`src/rtl/core/kwc_pkg.sv`:
```
`default_nettype none
// ----------------------------------------------------------------------------
// kwc_pkg: keyword counter shared definitions
// Request types, scanner-to-cell event bundle, default sizes and the fixed
// keyword table used by the cells.
// ----------------------------------------------------------------------------
package kwc_pkg;

    // fixed table geometry
    localparam int KEY_SLOTS = 12;
    localparam int KEY_CHARS = 8;

    // defaults for top level parameters
    localparam int DEF_WORD_MAX   = 19;
    localparam int DEF_NUM_KEYS   = 12;
    localparam int DEF_COUNT_BITS = 32;

    // input request: one text byte
    typedef struct packed {
        logic [7:0] text_byte;
        logic       end_of_text;
    } t_in_req;

    // output request: one count of the report
    typedef struct packed {
        logic [3:0]  keyword_index;
        logic [31:0] hit_count;
        logic        last_in_report;
    } t_out_req;

    // per-byte event from the scanner, broadcast to every cell
    typedef struct packed {
        logic       start;     // byte opens a new word at position zero
        logic       ext;       // byte extends the open word at pos
        logic       pos_ok;    // pos lies inside the keyword width
        logic [2:0] pos;       // character position for ext
        logic [7:0] chr;       // the byte itself
        logic       fin_old;   // word open before this byte ends here
        logic [3:0] old_len;   // its length, clipped at 15
        logic       fin_new;   // word open after this byte ends at end of text
        logic [3:0] new_len;   // its length, clipped at 15
    } t_scan_ev;

    // keyword text, first character in the top byte, zero padded
    function automatic logic [KEY_CHARS*8-1:0] key_word(input logic [3:0] k);
        logic [KEY_CHARS*8-1:0] w;
        case (k)
            4'd0:    w = {"auto", 32'h0};
            4'd1:    w = {"break", 24'h0};
            4'd2:    w = {"case", 32'h0};
            4'd3:    w = {"char", 32'h0};
            4'd4:    w = {"const", 24'h0};
            4'd5:    w = "continue";
            4'd6:    w = {"default", 8'h0};
            4'd7:    w = "unsigned";
            4'd8:    w = {"void", 32'h0};
            4'd9:    w = "volatile";
            4'd10:   w = {"while", 24'h0};
            4'd11:   w = {"for", 40'h0};
            default: w = '0;
        endcase
        return w;
    endfunction

    // keyword length in characters
    function automatic logic [3:0] key_len(input logic [3:0] k);
        logic [3:0] n;
        case (k)
            4'd0:    n = 4'd4;
            4'd1:    n = 4'd5;
            4'd2:    n = 4'd4;
            4'd3:    n = 4'd4;
            4'd4:    n = 4'd5;
            4'd5:    n = 4'd8;
            4'd6:    n = 4'd7;
            4'd7:    n = 4'd8;
            4'd8:    n = 4'd4;
            4'd9:    n = 4'd8;
            4'd10:   n = 4'd5;
            4'd11:   n = 4'd3;
            default: n = 4'd0;
        endcase
        return n;
    endfunction

endpackage
`default_nettype wire

```
`src/rtl/core/kwc_scan.sv`:
```
`default_nettype none
// ----------------------------------------------------------------------------
// kwc_scan: word scanner
// Classifies each accepted byte, tracks the open word and its length, and
// emits one event per byte telling the cells how the word moved.
// ----------------------------------------------------------------------------
module kwc_scan #(
    parameter int WORD_MAX = kwc_pkg::DEF_WORD_MAX
) (
    input  wire                i_clk,
    input  wire                i_rst_n,
    input  wire                i_take,
    input  kwc_pkg::t_in_req   i_req,
    output kwc_pkg::t_scan_ev  o_ev
);
    import kwc_pkg::*;

    localparam int LEN_W = $clog2(WORD_MAX + 1);

    logic             r_inside;
    logic             n_inside;
    logic [LEN_W-1:0] r_len;
    logic [LEN_W-1:0] n_len;
    logic [LEN_W-1:0] w_len_after;
    logic             w_letter;
    logic             w_alnum;
    t_scan_ev         w_ev;

    // character classes, ascii only
    always_comb begin
        w_letter = ((i_req.text_byte >= 8'h41) && (i_req.text_byte <= 8'h5a)) ||
                   ((i_req.text_byte >= 8'h61) && (i_req.text_byte <= 8'h7a));
        w_alnum  = w_letter ||
                   ((i_req.text_byte >= 8'h30) && (i_req.text_byte <= 8'h39));
    end

    // word tracking and event build
    always_comb begin
        n_inside    = r_inside;
        n_len       = r_len;
        w_ev        = '0;
        w_ev.chr    = i_req.text_byte;
        w_ev.pos    = r_len[2:0];
        w_ev.pos_ok = (r_len < LEN_W'(KEY_CHARS));
        w_ev.old_len = (r_len > LEN_W'(15)) ? 4'd15 : r_len[3:0];
        if (i_take) begin
            if (r_inside) begin
                if (w_alnum) begin
                    if (r_len < LEN_W'(WORD_MAX)) begin
                        w_ev.ext = 1'b1;
                        n_len    = r_len + LEN_W'(1);
                    end else begin
                        // overlong word splits here
                        w_ev.fin_old = 1'b1;
                        w_ev.start   = w_letter;
                        n_inside     = w_letter;
                        n_len        = w_letter ? LEN_W'(1) : '0;
                    end
                end else begin
                    w_ev.fin_old = 1'b1;
                    n_inside     = 1'b0;
                    n_len        = '0;
                end
            end else if (w_letter) begin
                w_ev.start = 1'b1;
                n_inside   = 1'b1;
                n_len      = LEN_W'(1);
            end
        end
        w_len_after  = n_len;
        w_ev.new_len = (w_len_after > LEN_W'(15)) ? 4'd15 : w_len_after[3:0];
        // end of text closes whatever is still open
        if (i_take && i_req.end_of_text) begin
            w_ev.fin_new = n_inside;
            n_inside     = 1'b0;
            n_len        = '0;
        end
    end

    assign o_ev = w_ev;

    // word state registers
    always_ff @(posedge i_clk) begin
        if (!i_rst_n) begin
            r_inside <= 1'b0;
            r_len    <= '0;
        end else begin
            r_inside <= n_inside;
            r_len    <= n_len;
        end
    end

endmodule
`default_nettype wire

```
`src/rtl/core/kwc_cell.sv`:
```
`default_nettype none
// ----------------------------------------------------------------------------
// kwc_cell: one keyword cell
// Follows the open word character by character against its own keyword,
// counts full matches with saturation, and shifts its count to the
// neighbor toward the output during the report.
// ----------------------------------------------------------------------------
module kwc_cell #(
    parameter int KEY_IDX    = 0,
    parameter int COUNT_BITS = kwc_pkg::DEF_COUNT_BITS
) (
    input  wire                   i_clk,
    input  wire                   i_rst_n,
    input  kwc_pkg::t_scan_ev     i_ev,
    input  wire                   i_shift,
    input  wire  [COUNT_BITS-1:0] i_next_count,
    output logic [COUNT_BITS-1:0] o_count
);
    import kwc_pkg::*;

    localparam logic [KEY_CHARS*8-1:0] KEY_WORD = key_word(4'(KEY_IDX));
    localparam logic [3:0]             KEY_LEN  = key_len(4'(KEY_IDX));

    logic                  r_match;
    logic                  n_match;
    logic [COUNT_BITS-1:0] r_count;
    logic [COUNT_BITS-1:0] n_count;
    logic [7:0]            w_key_chr;
    logic                  w_hit;

    // keyword character at the event position
    assign w_key_chr = KEY_WORD[{~i_ev.pos, 3'b000} +: 8];

    // running prefix match and word-end hit
    always_comb begin
        n_match = r_match;
        if (i_ev.start) begin
            n_match = (i_ev.chr == KEY_WORD[KEY_CHARS*8-1 -: 8]);
        end else if (i_ev.ext) begin
            n_match = r_match && i_ev.pos_ok && (i_ev.chr == w_key_chr);
        end
        // keywords are longer than one character, so at most one of these fires
        w_hit = (i_ev.fin_old && r_match && (i_ev.old_len == KEY_LEN)) ||
                (i_ev.fin_new && n_match && (i_ev.new_len == KEY_LEN));
    end

    // count: shift during report, saturating increment otherwise
    always_comb begin
        n_count = r_count;
        if (i_shift) begin
            n_count = i_next_count;
        end else if (w_hit && (r_count != '1)) begin
            n_count = r_count + COUNT_BITS'(1);
        end
    end

    always_ff @(posedge i_clk) begin
        if (!i_rst_n) begin
            r_match <= 1'b0;
            r_count <= '0;
        end else begin
            r_match <= n_match;
            r_count <= n_count;
        end
    end

    assign o_count = r_count;

endmodule
`default_nettype wire

```
`src/rtl/core/keyword_occurrence_counter.sv`:
```
`default_nettype none
// ----------------------------------------------------------------------------
// keyword_occurrence_counter: fixed keyword occurrence counter
// Splits a byte stream into words, counts exact keyword hits in a row of
// cells and reports all counts when the end of the text is flagged.
// ----------------------------------------------------------------------------
//  channel | direction | handshake                  | payload
//  --------+-----------+----------------------------+---------------------
//  input   | in        | i_in_valid / o_in_ready    | i_in_req  (t_in_req)
//  output  | out       | o_out_valid / i_out_ready  | o_out_req (t_out_req)
//
//  one text byte is taken per cycle while no report is running
//  a byte flagged end_of_text starts a report of NUM_KEYS requests, taken
//  one per cycle from the head cell, while the receiver is ready, as the
//  counts shift down the chain; input is held off from that byte until the
//  last count is taken
//  reset clears the open word, all counts and the report; no clearing pass
// ----------------------------------------------------------------------------
module keyword_occurrence_counter #(
    parameter int WORD_MAX   = kwc_pkg::DEF_WORD_MAX,
    parameter int NUM_KEYS   = kwc_pkg::DEF_NUM_KEYS,
    parameter int COUNT_BITS = kwc_pkg::DEF_COUNT_BITS
) (
    input  wire                i_clk,
    input  wire                i_rst_n,
    input  wire                i_in_valid,
    output logic               o_in_ready,
    input  kwc_pkg::t_in_req   i_in_req,
    output logic               o_out_valid,
    input  wire                i_out_ready,
    output kwc_pkg::t_out_req  o_out_req
);
    import kwc_pkg::*;

    localparam int IDX_W = (NUM_KEYS > 1) ? $clog2(NUM_KEYS) : 1;

    logic                  r_busy;
    logic [IDX_W-1:0]      r_idx;
    logic                  w_take;
    logic                  w_shift;
    logic                  w_last;
    t_scan_ev              w_ev;
    logic [COUNT_BITS-1:0] w_count [NUM_KEYS];

    assign o_in_ready  = !r_busy;
    assign w_take      = i_in_valid && o_in_ready;
    assign o_out_valid = r_busy;
    assign w_shift     = o_out_valid && i_out_ready;
    assign w_last      = (r_idx == IDX_W'(NUM_KEYS - 1));

    // byte scanner
    kwc_scan #(
        .WORD_MAX (WORD_MAX)
    ) u_scan (
        .i_clk   (i_clk),
        .i_rst_n (i_rst_n),
        .i_take  (w_take),
        .i_req   (i_in_req),
        .o_ev    (w_ev)
    );

    // chain of keyword cells, cell zero feeds the output
    for (genvar k = 0; k < NUM_KEYS; k++) begin : g_cell
        logic [COUNT_BITS-1:0] w_next;
        if (k == NUM_KEYS - 1) begin : g_tail
            assign w_next = '0;
        end else begin : g_mid
            assign w_next = w_count[k+1];
        end
        kwc_cell #(
            .KEY_IDX    (k),
            .COUNT_BITS (COUNT_BITS)
        ) u_cell (
            .i_clk        (i_clk),
            .i_rst_n      (i_rst_n),
            .i_ev         (w_ev),
            .i_shift      (w_shift),
            .i_next_count (w_next),
            .o_count      (w_count[k])
        );
    end

    // report sequencer
    always_ff @(posedge i_clk) begin
        if (!i_rst_n) begin
            r_busy <= 1'b0;
            r_idx  <= '0;
        end else if (w_take && i_in_req.end_of_text) begin
            r_busy <= 1'b1;
            r_idx  <= '0;
        end else if (w_shift) begin
            if (w_last) begin
                r_busy <= 1'b0;
                r_idx  <= '0;
            end else begin
                r_idx <= r_idx + IDX_W'(1);
            end
        end
    end

    // output request from the head cell
    always_comb begin
        o_out_req                = '0;
        o_out_req.keyword_index  = 4'(r_idx);
        o_out_req.hit_count      = 32'(w_count[0]);
        o_out_req.last_in_report = w_last;
    end

`ifndef SYNTHESIS
    // end of text opens a report at the first keyword
    a_report_start: assert property (@(posedge i_clk) disable iff (!i_rst_n)
        (w_take && i_in_req.end_of_text) |=> (o_out_valid && (r_idx == '0)))
        else $error("report did not start at first keyword");

    // taken counts step through the table one by one
    a_report_step: assert property (@(posedge i_clk) disable iff (!i_rst_n)
        (w_shift && !w_last) |=> (o_out_valid && (r_idx == $past(r_idx) + IDX_W'(1))))
        else $error("report index did not advance by one");

    // the final count closes the report
    a_report_end: assert property (@(posedge i_clk) disable iff (!i_rst_n)
        (w_shift && w_last) |=> (!o_out_valid && o_in_ready))
        else $error("report did not close after last count");

    // counts are cleared once the report is done
    a_counts_clear: assert property (@(posedge i_clk) disable iff (!i_rst_n)
        (w_shift && w_last) |=> (w_count[0] == '0) && (w_count[NUM_KEYS-1] == '0))
        else $error("counts not cleared after report");
`endif

endmodule
`default_nettype wire

```
`config.mk`:
```
export PLATFORM = sky130hd
export DESIGN_NAME = keyword_occurrence_counter
export DESIGN_NICKNAME = d
export VERILOG_FILES = /design/src/rtl/core/kwc_pkg.sv /design/src/rtl/core/kwc_scan.sv /design/src/rtl/core/kwc_cell.sv /design/src/rtl/core/keyword_occurrence_counter.sv
export SDC_FILE = /design/constraint.sdc
export NUM_CORES = 1
export LEC_CHECK = 0
export BUFFER_PORTS_ARGS = -buffer_cell sky130_fd_sc_hd__buf_2
export CORE_MARGIN = 4
export CORE_UTILIZATION = 60
export CTS_BUF_LIST = sky130_fd_sc_hd__clkbuf_16
export DETAILED_ROUTE_END_ITERATION = 16
export PLACE_DENSITY = 0.78
export SETUP_SLACK_MARGIN = 0.2
export SLEW_MARGIN = 25
export SYNTH_ARGS = -nofsm -noshare
export SYNTH_HDL_FRONTEND = slang
export SYNTH_SLANG_ARGS = --single-unit
```
`constraint.sdc`:
```
create_clock -name i_clk -period 4.7 [get_ports i_clk]
set_clock_uncertainty 0.1 [all_clocks]
set_input_delay 0.47 -clock i_clk [delete_from_list [all_inputs] [get_ports i_clk]]
set_output_delay 0.47 -clock i_clk [all_outputs]
set_load 0.01 [all_outputs]
```
==> results of run 1 <==
[state kept, by name, summed over array words and instances (netlist names)]
register / count
u_scan.r_len: 5
u_scan.r_inside: 1
r_idx: 4
g_cell.u_cell.o_count: 384
g_cell.u_cell.r_match: 12
o_out_valid: 1
[per-stage QoR]
step,hold WS (ns),std cells
6_report,0.142,3826
2_1_floorplan,0.322,3335
3_5_place_dp,0.369,3745
4_1_cts,0.136,3825
5_1_grt,0.174,3826
3_3_place_gp,0.361,3745
[critical path: cells and delay by family (launching register included)]
kind | cells | cell delay [ns]
adder cells (fa/ha/maj) | 1 | 0.52
flip-flops | 1 | 0.57
AO/OA/AOI/OAI | 5 | 1.49
AND/OR/NAND/NOR | 3 | 1.12
buffers and inverters | 1 | 0.22
XOR/XNOR | 1 | 0.10
[final timing paths]
check	startpoint	endpoint	slack, ns	cells after the start
max	u_scan.r_len[1]	g_cell[8].u_cell.o_count[21]	0.50	11
min	i_in_req[0]	o_out_valid	0.14	3
max reg2reg	u_scan.r_len[1]	g_cell[8].u_cell.o_count[21]	0.50	11
min reg2reg	g_cell[11].u_cell.o_count[21]	g_cell[10].u_cell.o_count[21]	0.38	2
[routing by layer]
layer	up-vias	track usage
met3	145	0.0489
li1	12100	-
met2	1233	0.538
met1	12400	0.452
met4	0	0.110
met5	-	0
[power breakdown]
group,total [mW],internal [mW],switching (mW)
Sequential,3.56,3.50,0.0640
Clock,3.32,1.85,1.47
Combinational,0.423,0.124,0.299
Total,7.31,5.47,1.83
[kinds of logic after synthesis]
group	synth area share
DFF	0.328
adders and majority gates	0.0121
buffers and inverters	0.0518
and+or+nand+nor	0.296
xor gates and xnor gates	0.0747
muxes	0.00659
AOI/OAI and AO/OA	0.231
[repair_timing]
item | 4_1_cts | 5_1_grt
resized for setup | 0 | 3
hold buffers | 0 | 0
setup endpoints to repair | 0 | 10
[cell type report]
type | count | area, um2
Sequential cell | 407 | 8150
Multi-Input combinational cell | 2597 | 15500
Inverter | 93 | 354
Clock buffer | 47 | 1180
Fill cell | 3568 | 14100
Timing Repair Buffer | 117 | 845
Clock inverter | 33 | 170
Tap cell | 532 | 666
[placed cells by master (no fill, tap or decap), types with 17 or more instances in the layout]
cell         n
nor3_1     159
or4_1       19
buf_2       50
nand3_1    204
or3_1       35
o21ai_0    260
a21oi_1    245
nand4_1    110
o31a_1      21
a211oi_1    17
ha_1        24
o22ai_1     22
and2_1      38
a31oi_1     52
xor2_1      73
nor4_1      71
and3_1      82
inv_1      103
clkbuf_16   47
a32oi_1     35
dfxtp_1    407
a22oi_1     31
o311ai_0    31
nor2b_1     18
xnor2_1    139
o211ai_1    31
nor2_1     196
buf_4       58
and4_1      29
nand2_1    388
or2_2       20
==> out/qor.csv, run 1 <==
metric,value,unit
clk_pin_slew,0.06,ns
ant_nets,0,
worst_pin_slew,1.07,ns
ys_seq_area_frac,0.328,
final_util,0.656,
avgRoutedWirePerCell,20.2,um
clockBufferDepth,3,
worstSkewPairLatency,0.58,ns
peakVddDrop,329,uV
finalSetupViolations,0,
syn_area_per_cell,7.45,um2
postPlaceCellArea,25500,um2
via_per_inst,6.79,
total_power,7.31,mW
core,40900,um2
pin_count,52,
dp_hpwl,52300,um
synth_edf_count,0,
synthDistinctLibCells,87,
die_x,212,um
wl_met2,36000,um
max_freq,238,MHz
area.growth.synth_to_final,8.07,%
hold_violations,0,
synth_top_area_share,0.328,
p_leak,8.36,nW
overflow,0,
yosys_warnings,0,
start_util,0.607,
finalInstanceArea,26900,um2
antenna_found_initial,0,
crit_chain,inv_1 -> ha_1 -> nor2b_1 -> xnor2_1 -> and2_1 -> a31o_2 -> a31oi_1 -> o31a_1 -> and2_0 -> o21ai_0 -> a21oi_1,
crit_path_start_kind,flop,
drt-initial-drc-count,3016,
ys_ff_latch,407,
synth_area_leader_cell,dfxtp_1,
wirelength,77100,um
syn-cell-area,24900,um2
cp.arrival,4.60,ns
grt_usage,0.330,
critical_path.max_fanout,13,
power_density,272,nW/um2
grt_pass1_vias,24300,
cts_tree,done,
num_rows,74,
numPortBuffers,51,
die_y,212,um
netlist_instances,3335,
synthTopCellsByCount,"407 x dfxtp_1, 390 x nand2_1, 260 x o21ai_0",
worstSetupPathType,flop to flop,
cts.sinks,407,
synth_ff_type,dfxtp_1,
nets,3299,
cts_root_buffer,clkbuf_16,
place_congestion,0.931,
post-route-min-period,4.20,ns
hp-class,input pin to flop,
numCtsBuffers,46,
synth_fp_nets,3372,
rsz0062_at_grt,false,
drive_gt1_frac,0.0744,
slew_violations,0,
tns,0,ns
grt_pass1_wl,125000,um
synthArstFlopShare,0,
cts_setup_buffers,0,
cp-end-kind,flop,
grt_max_degree,137,
cp_slowest_cell,o31a_1,
max-slew-margin-rel,0.285,
htreeDepth,2,
diodes,0,
status,"finished, final reports clean",
met1_length,32300,um
remaining_drc_errors,0,
yosysMostFrequentCell,dfxtp_1,
die_area,44700,um2
via_count,26000,
post-route-period-util,0.894,
cp.required,5.10,ns
max_stage_delay,0.61,ns
timing.final.ws_setup,0.498,ns
wl_met3,6630,um
pre_cts_slack,0.336,ns
synth.area.top_cells,"dfxtp_1 33%, nand2_1 5.9%, o21ai_0 5.2%",
drt_pass1_iterations,6,
drv_cap,0,
routed.top_layer,met4,
(Power assumes the default switching activity.)
==> run 2, diff against run 1 <==
--- a/config.mk
+++ b/config.mk
@@ -5,11 +5,13 @@
 export SDC_FILE = /design/constraint.sdc
 export NUM_CORES = 1
 export LEC_CHECK = 0
+export ABC_AREA = 1
 export BUFFER_PORTS_ARGS = -buffer_cell sky130_fd_sc_hd__buf_2
 export CORE_MARGIN = 4
 export CORE_UTILIZATION = 60
 export CTS_BUF_LIST = sky130_fd_sc_hd__clkbuf_16
 export DETAILED_ROUTE_END_ITERATION = 16
+export HOLD_SLACK_MARGIN = 0.15
 export PLACE_DENSITY = 0.78
 export SETUP_SLACK_MARGIN = 0.2
 export SLEW_MARGIN = 25
==> run 2 against run 1 <==
  * Cell area grew 13%
  * Worst hold slack improved by 0.038 ns
  * Maximum frequency grew 7.5%
  * Clock power rose by 8.1%
  * Synthesized cell count rose by 39%
  * Combinational power increased by 0.9%
  * Core utilization shrank 2.2 points
  * Non-clock buffer count shrank 41
  * Global-route usage is 3.4 points lower
  * Via count grew 14%
  * Highest routed layer unchanged
==> out/qor.csv, run 2 <==
metric,value,unit,change
status,"finished, final reports clean",,unchanged
ys_seq_area_frac,0.282,,was 0.328
crit_path_start_kind,flop,,unchanged
final_common_cell,nand2_1,,was dfxtp_1
remaining_drc_errors,0,,unchanged
cts_tree,done,,unchanged
drt-initial-drc-count,2730,,was 3016
cts.sinks,407,,unchanged
grt_pass1_vias,26800,,was 24300
synth_xor_area_frac,0.0972,,was 0.0747
power_density,247,nW/um2,was 272 nW/um2
tns,0,ns,unchanged
cp.arrival,4.32,ns,was 4.60 ns
drv_cap,0,,unchanged
worst_pin_slew,0.990,ns,was 1.07 ns
hp-class,input pin to flop,,unchanged
synth_fa_ha_area_frac,0.0104,,was 0.0121
synth_fp_nets,4666,,was 3372
via_per_inst,5.75,,was 6.79
final_cell_mix,"1274 x nand2_1, 564 x nand3_1, 411 x a21oi_1",,"was 407 x dfxtp_1, 388 x nand2_1, 260 x o21ai_0"
finalSetupViolations,0,,unchanged
yosys_warnings,0,,unchanged
overflow,0,,unchanged
synth_top_area_share,0.282,,was 0.328
avgRoutedWirePerCell,15.4,um,was 20.2 um
die_area,51800,um2,was 44700 um2
synth-compound-area-share,0.140,,was 0.231
grt_max_degree,225,,was 137
hold_violations,0,,unchanged
drt_pass1_iterations,5,,was 6
clockBufferDepth,3,,unchanged
antenna_found_initial,0,,unchanged
slew_violations,0,,unchanged
die_x,228,um,was 212 um
largest_register_ffs,384,,unchanged
synth-simple-area-share,0.375,,was 0.296
synth_ff_type,dfxtp_1,,unchanged
synthArstFlopShare,0,,unchanged
hold_start,i_in_valid,,was i_in_req[0]
min_path_cells,4,,was 3
post-route-period-util,0.832,,was 0.894
syn_area_per_cell,6.25,um2,was 7.45 um2
grt_usage,0.297,,was 0.330
dp_hpwl,53500,um,was 52300 um
cts_root_buffer,clkbuf_16,,unchanged
diodes,0,,unchanged
drive_gt1_frac,0.0566,,was 0.0744
worstSkewPairLatency,0.60,ns,was 0.58 ns
synth_edf_count,0,,unchanged
start_util,0.606,,was 0.607
timing.final.ws_setup,0.792,ns,was 0.498 ns
htreeDepth,2,,unchanged
peakVddDrop,300,uV,was 329 uV
post-route-min-period,3.91,ns,was 4.20 ns
via_count,29600,,was 26000
syn-cell-area,28900,um2,was 24900 um2
numCtsBuffers,48,,was 46
pin_count,52,,unchanged
r2r_cells,17,,was 11
critical_path.max_fanout,33,,was 13
synth_mux_area_frac,0,,was 0.00659
cts_resized,0,,unchanged
ys_ff_latch,407,,unchanged
ff2ff_setup_slack,0.79,ns,was 0.50 ns
yosysMostFrequentCell,nand2_1,,was dfxtp_1
cp.required,5.11,ns,was 5.10 ns
cts_setup_buffers,0,,unchanged
place_congestion,0.944,,was 0.931
p_leak,10.2,nW,was 8.36 nW
max-slew-margin-rel,0.339,,was 0.285
worstSetupPathType,flop to flop,,unchanged
wirelength,79200,um,was 77100 um
clk_pin_slew,0.06,ns,about the same
nets,4525,,was 3299
synthTopCellsByCount,"1276 x nand2_1, 564 x nand3_1, 411 x a21oi_1",,"was 407 x dfxtp_1, 390 x nand2_1, 260 x o21ai_0"
max_freq,256,MHz,was 238 MHz
netlist_instances,4629,,was 3335
reg2reg_to,g_cell[7].u_cell.o_count[7],,was g_cell[8].u_cell.o_count[21]
synthDistinctLibCells,47,,was 87
area.growth.synth_to_final,4.75,%,was 8.07%
numPortBuffers,51,,unchanged
pre_cts_slack,0.861,ns,was 0.336 ns
core,47700,um2,was 40900 um2
synth_top_family_by_area,simple AND/OR/NAND/NOR gates,,unchanged
rsz0062_at_grt,false,,unchanged
cp-end-kind,flop,,unchanged
hold_buffers,2,,was 0
min_to,u_scan.r_inside,,was o_out_valid
num_rows,80,,was 74
grt_pass1_wl,132000,um,was 125000 um
ant_nets,0,,unchanged
synth.area.top_cells,"dfxtp_1 28%, nand2_1 17%, nand3_1 9.8%",,"was dfxtp_1 33%, nand2_1 5.9%, o21ai_0 5.2%"
synth_area_leader_cell,dfxtp_1,,unchanged
rr_startpoint,u_scan.r_len[1],,unchanged
die_y,228,um,was 212 um
-- run 2: cell count changes after synthesis, moves of 46 or more --
cell	change
inv_1	+267
clkbuf_1	-60
nor2_1	+52
xnor2_1	-100
o21ai_0	+80
nand3_1	+360
xor2_1	+209
a31oi_1	-46
and3_1	-79
nand2_1	+886
a21oi_1	+165
-- run 2: kinds of logic (layout without fill, tap and decap cells) --
kind of cell    Yosys count  after routing
fa+ha+maj                24             24
flops                   407            407
simple gates           2449           2449
compound gates          791            791
xor+xnor                321            321
buf+inv                 637            533
-- run 2: power breakdown --
group | internal, mW | switching (mW)
clock network | 2.05 | 1.55
logic | 0.0802 | 0.347
registers | 3.46 | 0.0148
total | 5.59 | 1.91
-- run 2: layout make-up --
cell class / instances / area [um2]
multi-input combinational: 3585 / 18000
sequential: 407 / 8150
clock inverter: 38 / 253
fill: 4647 / 17400
tap: 615 / 769
inverter: 370 / 1400
timing repair buffer: 76 / 485
clock buffer: 49 / 1230
-- run 2: critical path: stages (launching register included) --
cell	delay (ns)
dfxtp_1	0.58
inv_1	0.25
ha_1	0.31
nor2_1	0.29
inv_1	0.13
nand2_1	0.16
o21ai_0	0.10
nor2_1	0.10
nand3_1	0.10
nand4_1	0.14
nand2_1	0.09
a21oi_1	0.15
nand3_1	0.09
nand2_1	0.10
nand2_2	0.39
nand2_4	0.48
nand2_1	0.09
a21oi_1	0.14
-- run 2: per-layer routing --
| layer | routed length (um) | track usage | part of all wire |
|---|---|---|---|
| met4 | 2120 | 0.0904 | 0.027 |
| met1 | 35400 | 0.405 | 0.45 |
| met2 | 38200 | 0.500 | 0.48 |
| met3 | 3490 | 0.0279 | 0.044 |
| met5 | 0 | 0 | 0 |
-- run 2: worst max path at each step --
stage | to | from | slack, ns
5_1_grt | g_cell[7].u_cell.o_count[20] | u_scan.r_len[1] | 0.38
2_1_floorplan | g_cell[11].u_cell.o_count[18] | u_scan.r_len[2] | 2.08
3_3_place_gp | g_cell[6].u_cell.o_count[26] | i_in_req[1] | 0.94
3_5_place_dp | g_cell[8].u_cell.o_count[0] | i_in_req[1] | 0.86
4_1_cts | g_cell[7].u_cell.o_count[12] | u_scan.r_len[1] | 0.84
6_report | g_cell[7].u_cell.o_count[7] | u_scan.r_len[1] | 0.79
-- run 2: through the flow --
step	std cells	instance area [um2]	utilization	power [mW]	hold slack, ns
global placement	5051	28800	0.603	3.97	0.353
finish	5140	30300	0.635	7.49	0.180
CTS	5140	30300	0.635	7.54	0.157
floorplan	4629	28900	-	3.90	0.340
global route	5140	30300	0.635	7.72	0.205
detailed placement	5051	28800	0.603	3.97	0.371
